## config.mk

```make
export PLATFORM = sky130hd
export DESIGN_NAME = frt_ctrl
export DESIGN_NICKNAME = d
export VERILOG_FILES = /design/src/frt_pkg.sv /design/src/frt_ctrl.sv
export SDC_FILE = /design/constraint.sdc
export NUM_CORES = 1
export LEC_CHECK = 0
export BUFFER_PORTS_ARGS = -buffer_cell sky130_fd_sc_hd__buf_2
export CAP_MARGIN = 20
export CORE_AREA = 2 2 39 41
export CTS_BUF_LIST = sky130_fd_sc_hd__clkbuf_16
export DETAILED_ROUTE_END_ITERATION = 7
export DIE_AREA = 0 0 41 43
export PLACE_DENSITY_LB_ADDON = 0.12
export SLEW_MARGIN = 20
export SYNTH_ARGS = -nofsm -noshare
export SYNTH_HDL_FRONTEND = slang
export SYNTH_SLANG_ARGS = --single-unit
```

## constraint.sdc

```tcl
create_clock -name clk -period 1.1 [get_ports clk]
set_input_delay 0.165 -clock clk [delete_from_list [all_inputs] [get_ports clk]]
set_output_delay 0.165 -clock clk [all_outputs]
set_load 0.02 [all_outputs]
```

## src/frt_pkg.sv

```systemverilog
// Shared types and constants for the flow byte rate table.
// Holds the item codes, the controller states and the command and status bundles.
// No dependencies.
package frt_pkg;

  localparam int FRT_TABLE_DEPTH = 64;
  localparam int FRT_COUNT_WIDTH = 32;

  localparam int MODE_W   = 3;
  localparam int KEY_W    = 32;
  localparam int BYTES_W  = 16;
  localparam int DIR_W    = 2;
  localparam int STATUS_W = 2;
  localparam int RATE_W   = 32;

  typedef enum logic [MODE_W-1:0] {
    MODE_PACKET      = 3'd0,
    MODE_TICK        = 3'd1,
    MODE_QUERY       = 3'd2,
    MODE_SET_HIDDEN  = 3'd3,
    MODE_CLEAR_DIRTY = 3'd4
  } mode_t;

  typedef enum logic [STATUS_W-1:0] {
    ST_HIT  = 2'd0,
    ST_NEW  = 2'd1,
    ST_FULL = 2'd2,
    ST_MISS = 2'd3
  } status_t;

  localparam logic [DIR_W-1:0] DIR_UP = 2'd0;
  localparam logic [DIR_W-1:0] DIR_RX = 2'd1;

  typedef enum logic [2:0] {
    S_IDLE,
    S_LOOKUP,
    S_READ,
    S_APPLY,
    S_SWEEP_RD,
    S_SWEEP_WR,
    S_FINISH
  } state_t;

  typedef struct packed {
    logic idle;
    logic lookup_rd;
    logic apply;
    logic finish;
    logic sweep_rd;
    logic sweep_wr;
  } frt_cmd_t;

  typedef struct packed {
    logic              req_valid;
    logic [MODE_W-1:0] req_mode;
    logic              fill_zero;
    logic              sweep_last;
    logic              out_free;
  } frt_stat_t;

endpackage

```

## src/frt_ctrl.sv

```systemverilog
// Controller state machine of the flow byte rate table.
// Sequences lookup, update and tick sweep; depends on frt_pkg.
module frt_ctrl import frt_pkg::*; (
  input  logic      clk,
  input  logic      rst,
  input  frt_stat_t stat,
  output frt_cmd_t  cmd
);

  state_t state;
  state_t state_next;

  always_ff @(posedge clk) begin
    if (rst) begin
      state <= S_IDLE;
    end else begin
      state <= state_next;
    end
  end

  always_comb begin
    state_next = state;
    case (state)
      S_IDLE: begin
        if (stat.req_valid) begin
          if (stat.req_mode == MODE_TICK) begin
            state_next = stat.fill_zero ? S_FINISH : S_SWEEP_RD;
          end else if (stat.req_mode inside {MODE_PACKET, MODE_QUERY, MODE_SET_HIDDEN,
                                             MODE_CLEAR_DIRTY}) begin
            state_next = S_LOOKUP;
          end else begin
            state_next = S_FINISH;
          end
        end
      end
      S_LOOKUP:   state_next = S_READ;
      S_READ:     state_next = S_APPLY;
      S_APPLY: begin
        if (stat.out_free) state_next = S_IDLE;
      end
      S_SWEEP_RD: state_next = S_SWEEP_WR;
      S_SWEEP_WR: state_next = stat.sweep_last ? S_FINISH : S_SWEEP_RD;
      S_FINISH: begin
        if (stat.out_free) state_next = S_IDLE;
      end
      default:    state_next = S_IDLE;
    endcase
  end

  always_comb begin
    cmd = '0;
    case (state)
      S_IDLE:     cmd.idle = 1'b1;
      S_READ:     cmd.lookup_rd = 1'b1;
      S_APPLY:    cmd.apply = stat.out_free;
      S_SWEEP_RD: cmd.sweep_rd = 1'b1;
      S_SWEEP_WR: cmd.sweep_wr = 1'b1;
      S_FINISH:   cmd.finish = stat.out_free;
      default:    cmd = '0;
    endcase
  end

endmodule

```

Word-level counts from Yosys, hierarchy flattened
Index checks and enable logic that the tools add are counted.

operators by class
  eq/ne operators = 12
  muxes and demuxes = 13
  reduce and logical (&&, ||, !) cells = 5

operator list
  cell                count
  $pmux 3 s6          1
  $eq 3x2->1 const B  4
  $eq 3x3->1 const B  4
  $mux 3              4
  $eq 3x1->1 const B  2
  $logic_not 3->1     2
  $mux 1              6
  $mux 2              2
  $reduce_bool 4->1   1
  $ne 2x1->1 const B  1
  $ne 2x2->1 const B  1
  $reduce_and 2->1    1
  $reduce_or 2->1     1

storage, ports and cells
  register bits after elaboration = 3
  output and inout bits = 6
  logic and storage cells = 31

Longest topological paths before layout
Gate-level depths: netlist (run 1).

  depth in word-level cells = 6
  mapped depth = 5
  gate-level depth less buffers = 4

Least setup slack after synthesis (run 1)
Ideal clock, no wire load.

  path type = register -> output
  from = register state[1]
  to = output port cmd[0] (netlist name)
  data arrival time = 0.996 ns
  slack = -0.061 ns
  cell stages (with the launch flop) = 3
  buffers on the path = 1
  path through = dfxtp_1 buf_2 nor3_1

RTL lines
  what                      RTL line        RTL
  start: declaration        frt_ctrl.sv:10  state_t state;
  start signal: assignment  frt_ctrl.sv:17  state <= state_next;
  end: declaration          frt_ctrl.sv:7   output frt_cmd_t cmd

==> results of run 1 <==
Yosys cell counts (all sizes together):
| library cell | number |
|---|---|
| nand3 | 1 |
| a21oi | 3 |
| nand2 | 1 |
| nor3 | 4 |
| nor2 | 3 |
| xnor2 | 1 |
| buf | 3 |
| a32o | 1 |
| nor2b | 1 |
| o211ai | 1 |
| a221o | 1 |
| inv | 4 |
| and4 | 2 |
| o21ai | 2 |
| o221ai | 1 |
| mux2i | 2 |
| nor4b | 1 |
| dfxtp | 3 |
report_power, final:
part           total [mW]  internal [mW]  switching [mW]
Sequential          0.209          0.142          0.0677
Clock               0.577          0.469           0.108
Combinational       0.488          0.277           0.211
kinds of logic (layout without fill, tap and decap cells):
group                  Yosys count  count (layout)  share of synthesized area, %
AND/OR/NAND/NOR                 13              13                          30.0
flip-flops                       3               3                          20.9
multiplexers                     2               2                          6.96
XOR/XNOR                         1               1                          3.04
AO/OA/AOI/OAI                    9               9                          24.8
buffers and inverters            7              34                          14.3
per-stage QoR:
stage                     power [mW]  TNS (ps)  std cells  cell area (um2)
after floorplan                0.397      -183         35              288
after CTS                       1.20      -318         76              557
after global routing            1.34      -674         78              604
after detailed placement       0.519      -133         68              399
after global placement         0.522      -124         68              399
final                           1.27      -279         78              604
worst paths after layout:
| check | start | to | slack, ps |
|---|---|---|---|
| max | state[0] | cmd[2] | -60 |
| min | rst | state[2] | 140 |
| max reg2reg | state[0] | state[1] | -10 |
| min reg2reg | state[1] | state[1] | 690 |
timing repair:
item	CTS	global route
endpoints found under the setup margin	7	9
gates resized for setup	18	9
buffers inserted	4	3
pin swaps	4	5
final cells by class:
| type | instances | area (um2) |
|---|---|---|
| Clock buffer | 3 | 75.1 |
| Clock inverter | 1 | 3.75 |
| Fill cell | 143 | 779 |
| Inverter | 4 | 20.0 |
| Multi-Input combinational cell | 25 | 220 |
| Sequential cell | 3 | 71.3 |
| Tap cell | 16 | 20.0 |
| Timing Repair Buffer | 26 | 194 |
worst max-delay path: stages (launching register included):
cell and delay, ps:
dfxtp_4 410, inv_4 50, and4_1 190, buf_6 130
per-layer routing:
metal	vias up	part of all wire, %	track usage, %
met5	-	0	0
met4	0	6.2	18.0
met3	5	6.2	4.71
met2	14	48	17.8
met1	173	39	16.0
li1	183	-	-
==> summary.txt, run 1 <==
Run status
  – Outcome: complete, but fails checks
  – Failing checks: setup timing

Critical path
  – Crit Path Max Fanout: 8
  – Critical path arrival: 1000 ps
  – Worst setup EP type: output pin
  – Critical Path Source Type: register
  – R2R depth: 5
  – Req. time, crit path: between 900 and 1000 ps
  – Crit Path Class: register to output pin

Power
  – Worst vdd rail ir drop: ~1100 uV
  – Pleak: 0.278 nW
  – Power per cell area: 2110 mW/mm2

Clocking
  – CTS tree: yes
  – Hold-fix buffers, CTS: 0
  – H-tree levels: 1
  – Clock sink count: 3
  – Root buffer cell: clkbuf_16
  – Inserted Clock Buffers: 3
  – Clock slew at reported path FFs: roughly 30 ps
  – CTS max path bufs: 2
  – Worst-Skew Late Latency: between 200 and 250 ps

Route
  – Routed Antenna Nets: 0
  – Drt total wl: 950 um
  – Vias: between 300 and 400
  – Drt initial violations: 6
  – Detailed Routing Iterations Pass 1: 4
  – Vias per cell: 4.81
  – Wire per inst: 12.2 um
  – DRC violations left: 0

Synth
  – Synth unique cells: 23
  – Register area share after synthesis: 20.9%
  – Syn Area/Cell: 8.22 um2
  – Syn Nets: 44
  – Synthesized instance count: 35
  – Mapped Area: 288 um2
  – Yosys warning count: 0
  – Synth area leader: dfxtp_1
  – Synth top area cells: dfxtp_1 (21%), mux2i_1 (7.0%), nor3_1 (7.0%), and4_1 (6.1%), a21oi_1 (5.2%)
  – Synth Register Bits: 3
  – Yosys top cell area share: around a fifth

Die
  – CORE AREA: roughly 0.0014 mm2
  – Starting Density: 20.8%
  – Ports: 15
  – FP Rows: 14
  – Die height: between 40 and 50 um
  – Die width: 41 um
  – Die Area: between 0.0015 and 0.002 mm2

Place
  – IO buf count: 14
  – GPL Wtd Cong: 0.659
  – Dpl ws: -85.3 ps
  – DP HPWL: approximately 600 um

Global routing
  – Tot GR Track Use: between 10% and 20%
  – Initial antenna violation count: 0
  – Vias in the first global route: 350
  – Total global routing overflow: 0
  – First-pass GRT wire length: around 1500 um
  – Largest net degree at the start of global routing: 14

Layout
  – Final Util: 43.7%
  – Commonest non-fill, non-tap cell in the layout: buf_4
  – Regs by FF count: state x3
  – Share of layout cells above drive strength 1: 72.6%
  – Reg with most FFs: state
  – Antenna cells: 0
  – Most frequent cells in the layout: buf_4 (13), buf_2 (8), buf_6 (5)
  – Nets: 72
  – Largest register FFs: 3
  – Area Growth Syn to Fin: 110%

STA
  – Final setup viols: 8
  – Final Max Slew Viols: 0
  – Final hold viol count: 0
  – FMAX: 860 MHz
  – Tmin final: 1160 ps
  – Clk_skew: 2.76 ps
  – Least-Margin Pin Slew: roughly 360 ps
  – Slew HR: between 70% and 80%
  – RSZ-0062 raised after global routing: true
  – Tcrit/Tclk final: 106%
  – Hold slack: 142 ps
  – Post-route setup slack: -62.8 ps

Job
  – Max_cap viols: 0

Hold path
  – Worst hold path class: primary input to register
  – Hold depth: 2
Note: power is estimated with default switching activity, not from simulation.
==> run 2, diff against run 1 <==
==> constraint.sdc (replaced) <==
create_clock -name clk -period 1.1 [get_ports clk]
set_input_delay 0.11 -clock clk [delete_from_list [all_inputs] [get_ports clk]]
set_output_delay 0.11 -clock clk [all_outputs]
set_load 0.02 [all_outputs]
==> summary.txt, run 2 (synthesized netlist as in run 1, its figures left out) <==
Route
  – Detailed Routing Iterations Pass 1: 2 (was 4)
  – Vias per cell: 4.65 (was 4.81)
  – Routed Antenna Nets: 0 (unchanged)
  – DRC violations left: 0 (unchanged)
  – Drt initial violations: 8 (was 6)
  – Vias: 358 (was 375)
  – Drt total wl: 846 um (was 950 um)
  – Wire per inst: 11.0 um (was 12.2 um)

STA
  – Final hold viol count: 0 (unchanged)
  – Final Max Slew Viols: 0 (unchanged)
  – Final setup viols: 5 (was 8)
  – Slew HR: 74.3% (was 75.0%)
  – FMAX: 873 MHz (was 860 MHz)
  – Clk_skew: 1.01 ps (was 2.76 ps)
  – Post-route setup slack: -45.9 ps (was -62.8 ps)
  – Tmin final: 1150 ps (was 1160 ps)
  – Tcrit/Tclk final: 104% (was 106%)
  – Setup Total Neg Slack: -156 ps (was -279 ps)
  – RSZ-0062 raised after global routing: true (unchanged)
  – Least-Margin Pin Slew: 375 ps (was 365 ps)

Die
  – Starting Density: 20.8% (unchanged)
  – Die height: 43 um (unchanged)
  – CORE AREA: 0.00138 mm2 (unchanged)
  – Ports: 15 (unchanged)
  – Die width: 41 um (unchanged)
  – FP Rows: 14 (unchanged)
  – Die Area: 0.00176 mm2 (unchanged)

Global routing
  – Routing usage on met3: 7.85% (was 4.71%)
  – Total global routing overflow: 0 (unchanged)
  – Initial antenna violation count: 0 (unchanged)
  – Met2 usage: 15.3% (was 17.8%)
  – Met1 Usage GRT: 14.6% (was 16.0%)
  – Tot GR Track Use: 11.6% (was 14.3%)
  – Vias in the first global route: 316 (was 350)
  – Largest net degree at the start of global routing: 13 (was 14)
  – First-pass GRT wire length: 1330 um (was 1490 um)
  – Global route hottest layer: met2 (was met4)

Place
  – Dpl ws: 0.818 ps (was -85.3 ps)
  – GPL Wtd Cong: 0.677 (was 0.659)
  – Cell Area, Placed: 399 um2 (unchanged)
  – IO buf count: 14 (unchanged)
  – DP HPWL: 616 um (was 599 um)

Clocking
  – CTS max path bufs: 2 (unchanged)
  – CTS tree: yes (unchanged)
  – Hold-fix buffers, CTS: 0 (unchanged)
  – Clock sink count: 3 (unchanged)
  – Worst-Skew Late Latency: 220 ps (was 230 ps)
  – Clock slew at reported path FFs: 30 ps (about the same)
  – H-tree levels: 1 (unchanged)
  – Root buffer cell: clkbuf_16 (unchanged)
  – Inserted Clock Buffers: 3 (unchanged)

Critical path
  – Critical path arrival: 1040 ps (was 1000 ps)
  – Crit Path Class: register to output pin (unchanged)
  – Crit Path Max Fanout: 3 (was 8)
  – Req. time, crit path: 990 ps (was 940 ps)
  – Critical Path Source Type: register (unchanged)
  – Worst setup EP type: output pin (unchanged)

Run status
  – Failing checks: setup timing (unchanged)
  – Outcome: complete, but fails checks (unchanged)

Power
  – Pleak: 0.275 nW (was 0.278 nW)
  – Power per cell area: 2090 mW/mm2 (was 2110 mW/mm2)
  – Int Power: 879 uW (was 889 uW)
  – Switching Fraction: 29.2% (was 30.3%)
  – Psw: 362 uW (was 386 uW)
  – Total power: 1.24 mW (was 1.27 mW)
  – Reg power frac: 16.3% (was 16.4%)
  – Power share of the clock group: 45.7% (was 45.3%)
  – Worst vdd rail ir drop: 1820 uV (was 1100 uV)
  – Combinational power share: 38.0% (was 38.3%)

Layout
  – Commonest non-fill, non-tap cell in the layout: buf_4 (unchanged)
  – Regs by FF count: state x3 (unchanged)
  – Antenna cells: 0 (unchanged)
  – Largest register FFs: 3 (unchanged)
  – Finished Cell Area: 594 um2 (was 604 um2)
  – Share of layout cells above drive strength 1: 68.9% (was 72.6%)
  – Reg with most FFs: state (unchanged)
  – Most frequent cells in the layout: buf_4 (10), buf_2 (8), buf_6 (7) (was buf_4 (13), buf_2 (8), buf_6 (5))
  – Nets: 71 (was 72)
  – Area Growth Syn to Fin: 107% (was 110%)

Hold path
  – Worst hold path class: primary input to register (unchanged)

Job
  – Max_cap viols: 0 (unchanged)
run 2: cell count changes in the layout (fill, tap and decap cells not counted), sizes merged:
cell  previous run  this run
buf             26        25
run 2: through the flow:
step | instances | hold WS (ps) | util, %
floorplan | 35 | 182 | -
finish | 77 | 86.4 | 42.9
global placement | 68 | 335 | 28.8
global route | 77 | 104 | 42.9
CTS | 77 | 88.6 | 41.6
detailed placement | 68 | 328 | 28.8
run 2: repair_timing:
item | in CTS | in global routing
pin swaps | 4 | 3
buffers inserted | 6 | 0
endpoints found under the setup margin | 7 | 8
resized for setup | 22 | 4
run 2: worst paths after layout:
kind | start | end | slack, ps | cells past startpoint
worst min-delay path | rst | state[2] | 90 | 2
worst min register to register | state[0] | state[0] | 600 | 3
worst max-delay path | state[2] | cmd[4] | -50 | 5
worst max register to register | state[2] | state[1] | -30 | 6
run 2: critical path, cell delays in order (launching register included):
cell     delay [ps]
dfxtp_4         360
nor2_4          120
nand2_2          80
buf_6           120
inv_2            40
buf_6           100
run 2: power by group through the flow:
stage | sequential, mW | combinational [mW] | clock (mW)
after floorplan | 0.144 | 0.253 | 0
after global placement | 0.184 | 0.331 | 0
after detailed placement | 0.185 | 0.327 | 0
after CTS | 0.200 | 0.447 | 0.571
after global routing | 0.206 | 0.509 | 0.591
final | 0.202 | 0.472 | 0.567
run 2: final cells by class:
cell class / count / area [um2]
timing repair buffer: 25 / 194
sequential: 3 / 71.3
multi-input combinational: 25 / 213
fill: 146 / 790
clock inverter: 1 / 3.75
clock buffer: 3 / 75.1
inverter: 4 / 17.5
tap: 16 / 20.0
run 2: layer usage:
metal / part of all wire, % / vias up
met4: 0 / 0
li1: - / 180
met3: 6.7 / 0
met1: 42 / 167
met2: 51 / 11
met5: 0 / -
==> run 3, diff against run 2 <==
--- a/config.mk
+++ b/config.mk
@@ -5,10 +5,12 @@
 export SDC_FILE = /design/constraint.sdc
 export NUM_CORES = 1
 export LEC_CHECK = 0
+export ABC_AREA = 1
 export BUFFER_PORTS_ARGS = -buffer_cell sky130_fd_sc_hd__buf_2
 export CAP_MARGIN = 20
 export CORE_AREA = 2 2 39 41
 export CTS_BUF_LIST = sky130_fd_sc_hd__clkbuf_16
+export CTS_CLUSTER_SIZE = 16
 export DETAILED_ROUTE_END_ITERATION = 7
 export DIE_AREA = 0 0 41 43
 export PLACE_DENSITY_LB_ADDON = 0.12
@@ -16,3 +18,4 @@
 export SYNTH_ARGS = -nofsm -noshare
 export SYNTH_HDL_FRONTEND = slang
 export SYNTH_SLANG_ARGS = --single-unit
+export TNS_END_PERCENT = 20
==> summary.txt, run 3 <==
Clocking
  – Worst-Skew Late Latency: 220 ps (about the same)
  – H-tree levels: 1 (unchanged)
  – Hold-fix buffers, CTS: 0 (unchanged)
  – Clock slew at reported path FFs: 30 ps (about the same)
  – CTS max path bufs: 2 (unchanged)
  – Inserted Clock Buffers: 3 (unchanged)
  – Root buffer cell: clkbuf_16 (unchanged)
  – CTS tree: yes (unchanged)
  – Clock sink count: 3 (unchanged)

Synth
  – Post-synth top cells: nand2_1 (15), nor2_1 (10), inv_1 (5) (was nor3_1 (4), a21oi_1 (3), dfxtp_1 (3), inv_1 (3))
  – Register area share after synthesis: 19.9% (was 20.9%)
  – Synth Register Bits: 3 (unchanged)
  – Main synth FF type: dfxtp_1 (unchanged)
  – Synth area leader: dfxtp_1 (unchanged)
  – Synth top area cells: dfxtp_1 (20%), nand2_1 (19%), nor2_1 (12%), nand3_2 (6.6%), inv_1 (6.2%) (was dfxtp_1 (21%), mux2i_1 (7.0%), nor3_1 (7.0%), and4_1 (6.1%), a21oi_1 (5.2%))
  – Most common cell in the netlist: nand2_1 (was nor3_1)
  – Post-synth EDFFs: 0 (unchanged)
  – Post-synthesis xor/xnor area fraction: 0% (was 3.04%)
  – Mapped Area: 302 um2 (was 288 um2)
  – Yosys top cell area share: 19.9% (was 20.9%)
  – Yosys warning count: 0 (unchanged)
  – Synthesized instance count: 53 (was 35)
  – Adder-cell share of the synthesized area: 0% (unchanged)
  – Post-synth ARST share: 0% (unchanged)
  – Mux cell area share after synthesis: 0% (was 6.96%)
  – Syn Area/Cell: 5.69 um2 (was 8.22 um2)
  – Largest family of logic cells by synthesized area: simple AND/OR/NAND/NOR gates (unchanged)
  – Synth Area in Compound Gates: 8.30% (was 24.8%)
  – Syn Nets: 62 (was 44)
  – Simple-gate portion of the synthesized area: 59.3% (was 30.0%)
  – Synth unique cells: 16 (was 23)

STA
  – Tcrit/Tclk final: 102% (was 104%)
  – Final setup viols: 2 (was 5)
  – Least-Margin Pin Slew: 239 ps (was 375 ps)
  – Clk_skew: 2.86 ps (was 1.01 ps)
  – Final hold viol count: 0 (unchanged)
  – Final Max Slew Viols: 0 (unchanged)
  – FMAX: 893 MHz (was 873 MHz)
  – RSZ-0062 raised after global routing: true (unchanged)
  – Setup Total Neg Slack: -35.4 ps (was -156 ps)
  – Hold slack: 90.9 ps (was 86.4 ps)
  – Post-route setup slack: -20.1 ps (was -45.9 ps)
  – Slew HR: 84.0% (was 74.3%)
  – Tmin final: 1120 ps (was 1150 ps)

Die
  – Ports: 15 (unchanged)
  – Die width: 41 um (unchanged)
  – Die Area: 0.00176 mm2 (unchanged)
  – FP Rows: 14 (unchanged)
  – CORE AREA: 0.00138 mm2 (unchanged)
  – Die height: 43 um (unchanged)
  – Starting Density: 21.8% (was 20.8%)

Critical path
  – R2R depth: 6 (unchanged)
  – Crit Path Max Fanout: 4 (was 3)
  – CP Cell Sequence: buf_12, nand2_4, nor2_2, buf_6 (was nor2_4, nand2_2, buf_6, inv_2, buf_6)
  – Worst r2r dst: state[0] (was state[1])
  – Crit Path Class: register to output pin (unchanged)
  – CP max-delay cell: dfxtp_4 (unchanged)
  – Reg-to-reg setup timing slack: 40 ps (was -30 ps)
  – Req. time, crit path: 990 ps (about the same)
  – Critical path arrival: 1010 ps (was 1040 ps)
  – RR Startpoint: state[0] (was state[2])
  – Slowest cell delay on critical path: 370 ps (was 360 ps)
  – Critical Path Source Type: register (unchanged)
  – Worst setup EP type: output pin (unchanged)

Layout
  – Share of layout cells above drive strength 1: 62.2% (was 68.9%)
  – Largest register FFs: 3 (unchanged)
  – Area Growth Syn to Fin: 98.3% (was 107%)
  – Commonest non-fill, non-tap cell in the layout: nand2_1 (was buf_4)
  – Final Util: 43.2% (was 42.9%)
  – Regs by FF count: state x3 (unchanged)
  – Most frequent cells in the layout: nand2_1 (12), buf_2 (8), nor2_1 (7) (was buf_4 (10), buf_2 (8), buf_6 (7))
  – Footprint of the multi-input gates: 246 um2 (was 213 um2)
  – # fillers: 157 (was 146)
  – Seq. cell area: 71.3 um2 (unchanged)
  – Nets: 84 (was 71)
  – Antenna cells: 0 (unchanged)
  – Reg with most FFs: state (unchanged)

Power
  – Power per cell area: 3340 mW/mm2 (was 2090 mW/mm2)
  – Worst vdd rail ir drop: 1640 uV (was 1820 uV)
  – Pleak: 0.292 nW (was 0.275 nW)

Route
  – Vias: 380 (was 358)
  – Wire per inst: 9.53 um (was 11.0 um)
  – Routed Antenna Nets: 0 (unchanged)
  – Drt total wl: 858 um (was 846 um)
  – Vias per cell: 4.22 (was 4.65)
  – Detailed Routing Iterations Pass 1: 2 (unchanged)
  – Drt initial violations: 2 (was 8)
  – DRC violations left: 0 (unchanged)

Global routing
  – Largest net degree at the start of global routing: 6 (was 13)
  – Initial antenna violation count: 0 (unchanged)
  – Tot GR Track Use: 11.3% (was 11.6%)
  – Total global routing overflow: 0 (unchanged)
  – First-pass GRT wire length: 1330 um (unchanged)
  – Vias in the first global route: 361 (was 316)

Place
  – GPL Wtd Cong: 0.691 (was 0.677)
  – DP HPWL: 626 um (was 616 um)
  – IO buf count: 14 (unchanged)

Run status
  – Outcome: complete, but fails checks (unchanged)
  – Failing checks: setup timing (unchanged)

Job
  – Max_cap viols: 0 (unchanged)

Hold path
  – Hold path start: rst (unchanged)
  – Hold depth: 2 (unchanged)
  – Min-Delay Endpoint: state[0] (was state[2])
  – Worst hold path class: primary input to register (unchanged)
run 3: cell count changes after synthesis, sizes merged, moves of 2 or more:
cell   before  now
nand3       1    3
and4        2    0
inv         4    7
nor2        3   13
nand2       1   18
nor3        4    1
buf         3    1
mux2i       2    0
run 3: cell families after synthesis:
| kind of cell | count (synthesis) |
|---|---|
| buf+inv | 8 |
| simple gates | 37 |
| flops | 3 |
| compound gates | 5 |
run 3: worst max path at each step:
| stage | cells past startpoint | startpoint | slack (ps) | endpoint |
|---|---|---|---|---|
| floorplan | 7 | state[0] | 40 | state[1] |
| global placement | 7 | state[0] | -3 | state[2] |
| detailed placement | 7 | state[2] | 20 | state[1] |
| CTS | 3 | state[0] | -10 | cmd[3] |
| global route | 6 | state[1] | -50 | state[2] |
| finish | 4 | state[2] | -20 | cmd[1] |
run 3: stage by stage:
| stage | worst slack, ps | cell area, um2 | total power [mW] | cells |
|---|---|---|---|---|
| global placement | -2.76 | 415 | 1.12 | 85 |
| floorplan | 42.2 | 302 | 0.859 | 53 |
| detailed placement | 15.0 | 415 | 1.10 | 85 |
| CTS | -14.1 | 536 | 1.81 | 90 |
| global route | -51.3 | 598 | 2.15 | 90 |
| finish | -20.1 | 598 | 2.00 | 90 |
run 3: what timing repair did:
| action | 4_1_cts | 5_1_grt |
|---|---|---|
| endpoints found under the setup margin | 6 | 9 |
| gates resized for setup | 14 | 19 |
| pin swaps | 2 | 6 |
| buffers inserted | 1 | 0 |
run 3: cell type report:
cell class | instances | share of cell area [%]
clock buffer | 3 | 12.6
inverter | 7 | 5.23
clock inverter | 1 | 0.628
multi-input combinational | 42 | 41.2
sequential | 3 | 11.9
timing repair buffer | 18 | 25.1
tap | 16 | 3.35
run 3: layer usage:
layer	track usage (%)	vias up	wire length, um
met5	0	-	0
met4	4.00	0	0
met3	6.28	0	43
met2	17.2	9	454
met1	12.9	162	360
li1	-	209	-
run 3: power by group:
part	switching [mW]	total [mW]	leakage, nW	internal (mW)
clock network	0.0987	0.567	0.0423	0.469
logic	0.612	1.12	0.223	0.513
registers	0.106	0.303	0.0267	0.197
run 3: critical path, delay by kind of cell (launching register included):
kind	cells	cell delay, ps
buf+inv	2	240
simple gates	2	180
flops	1	370
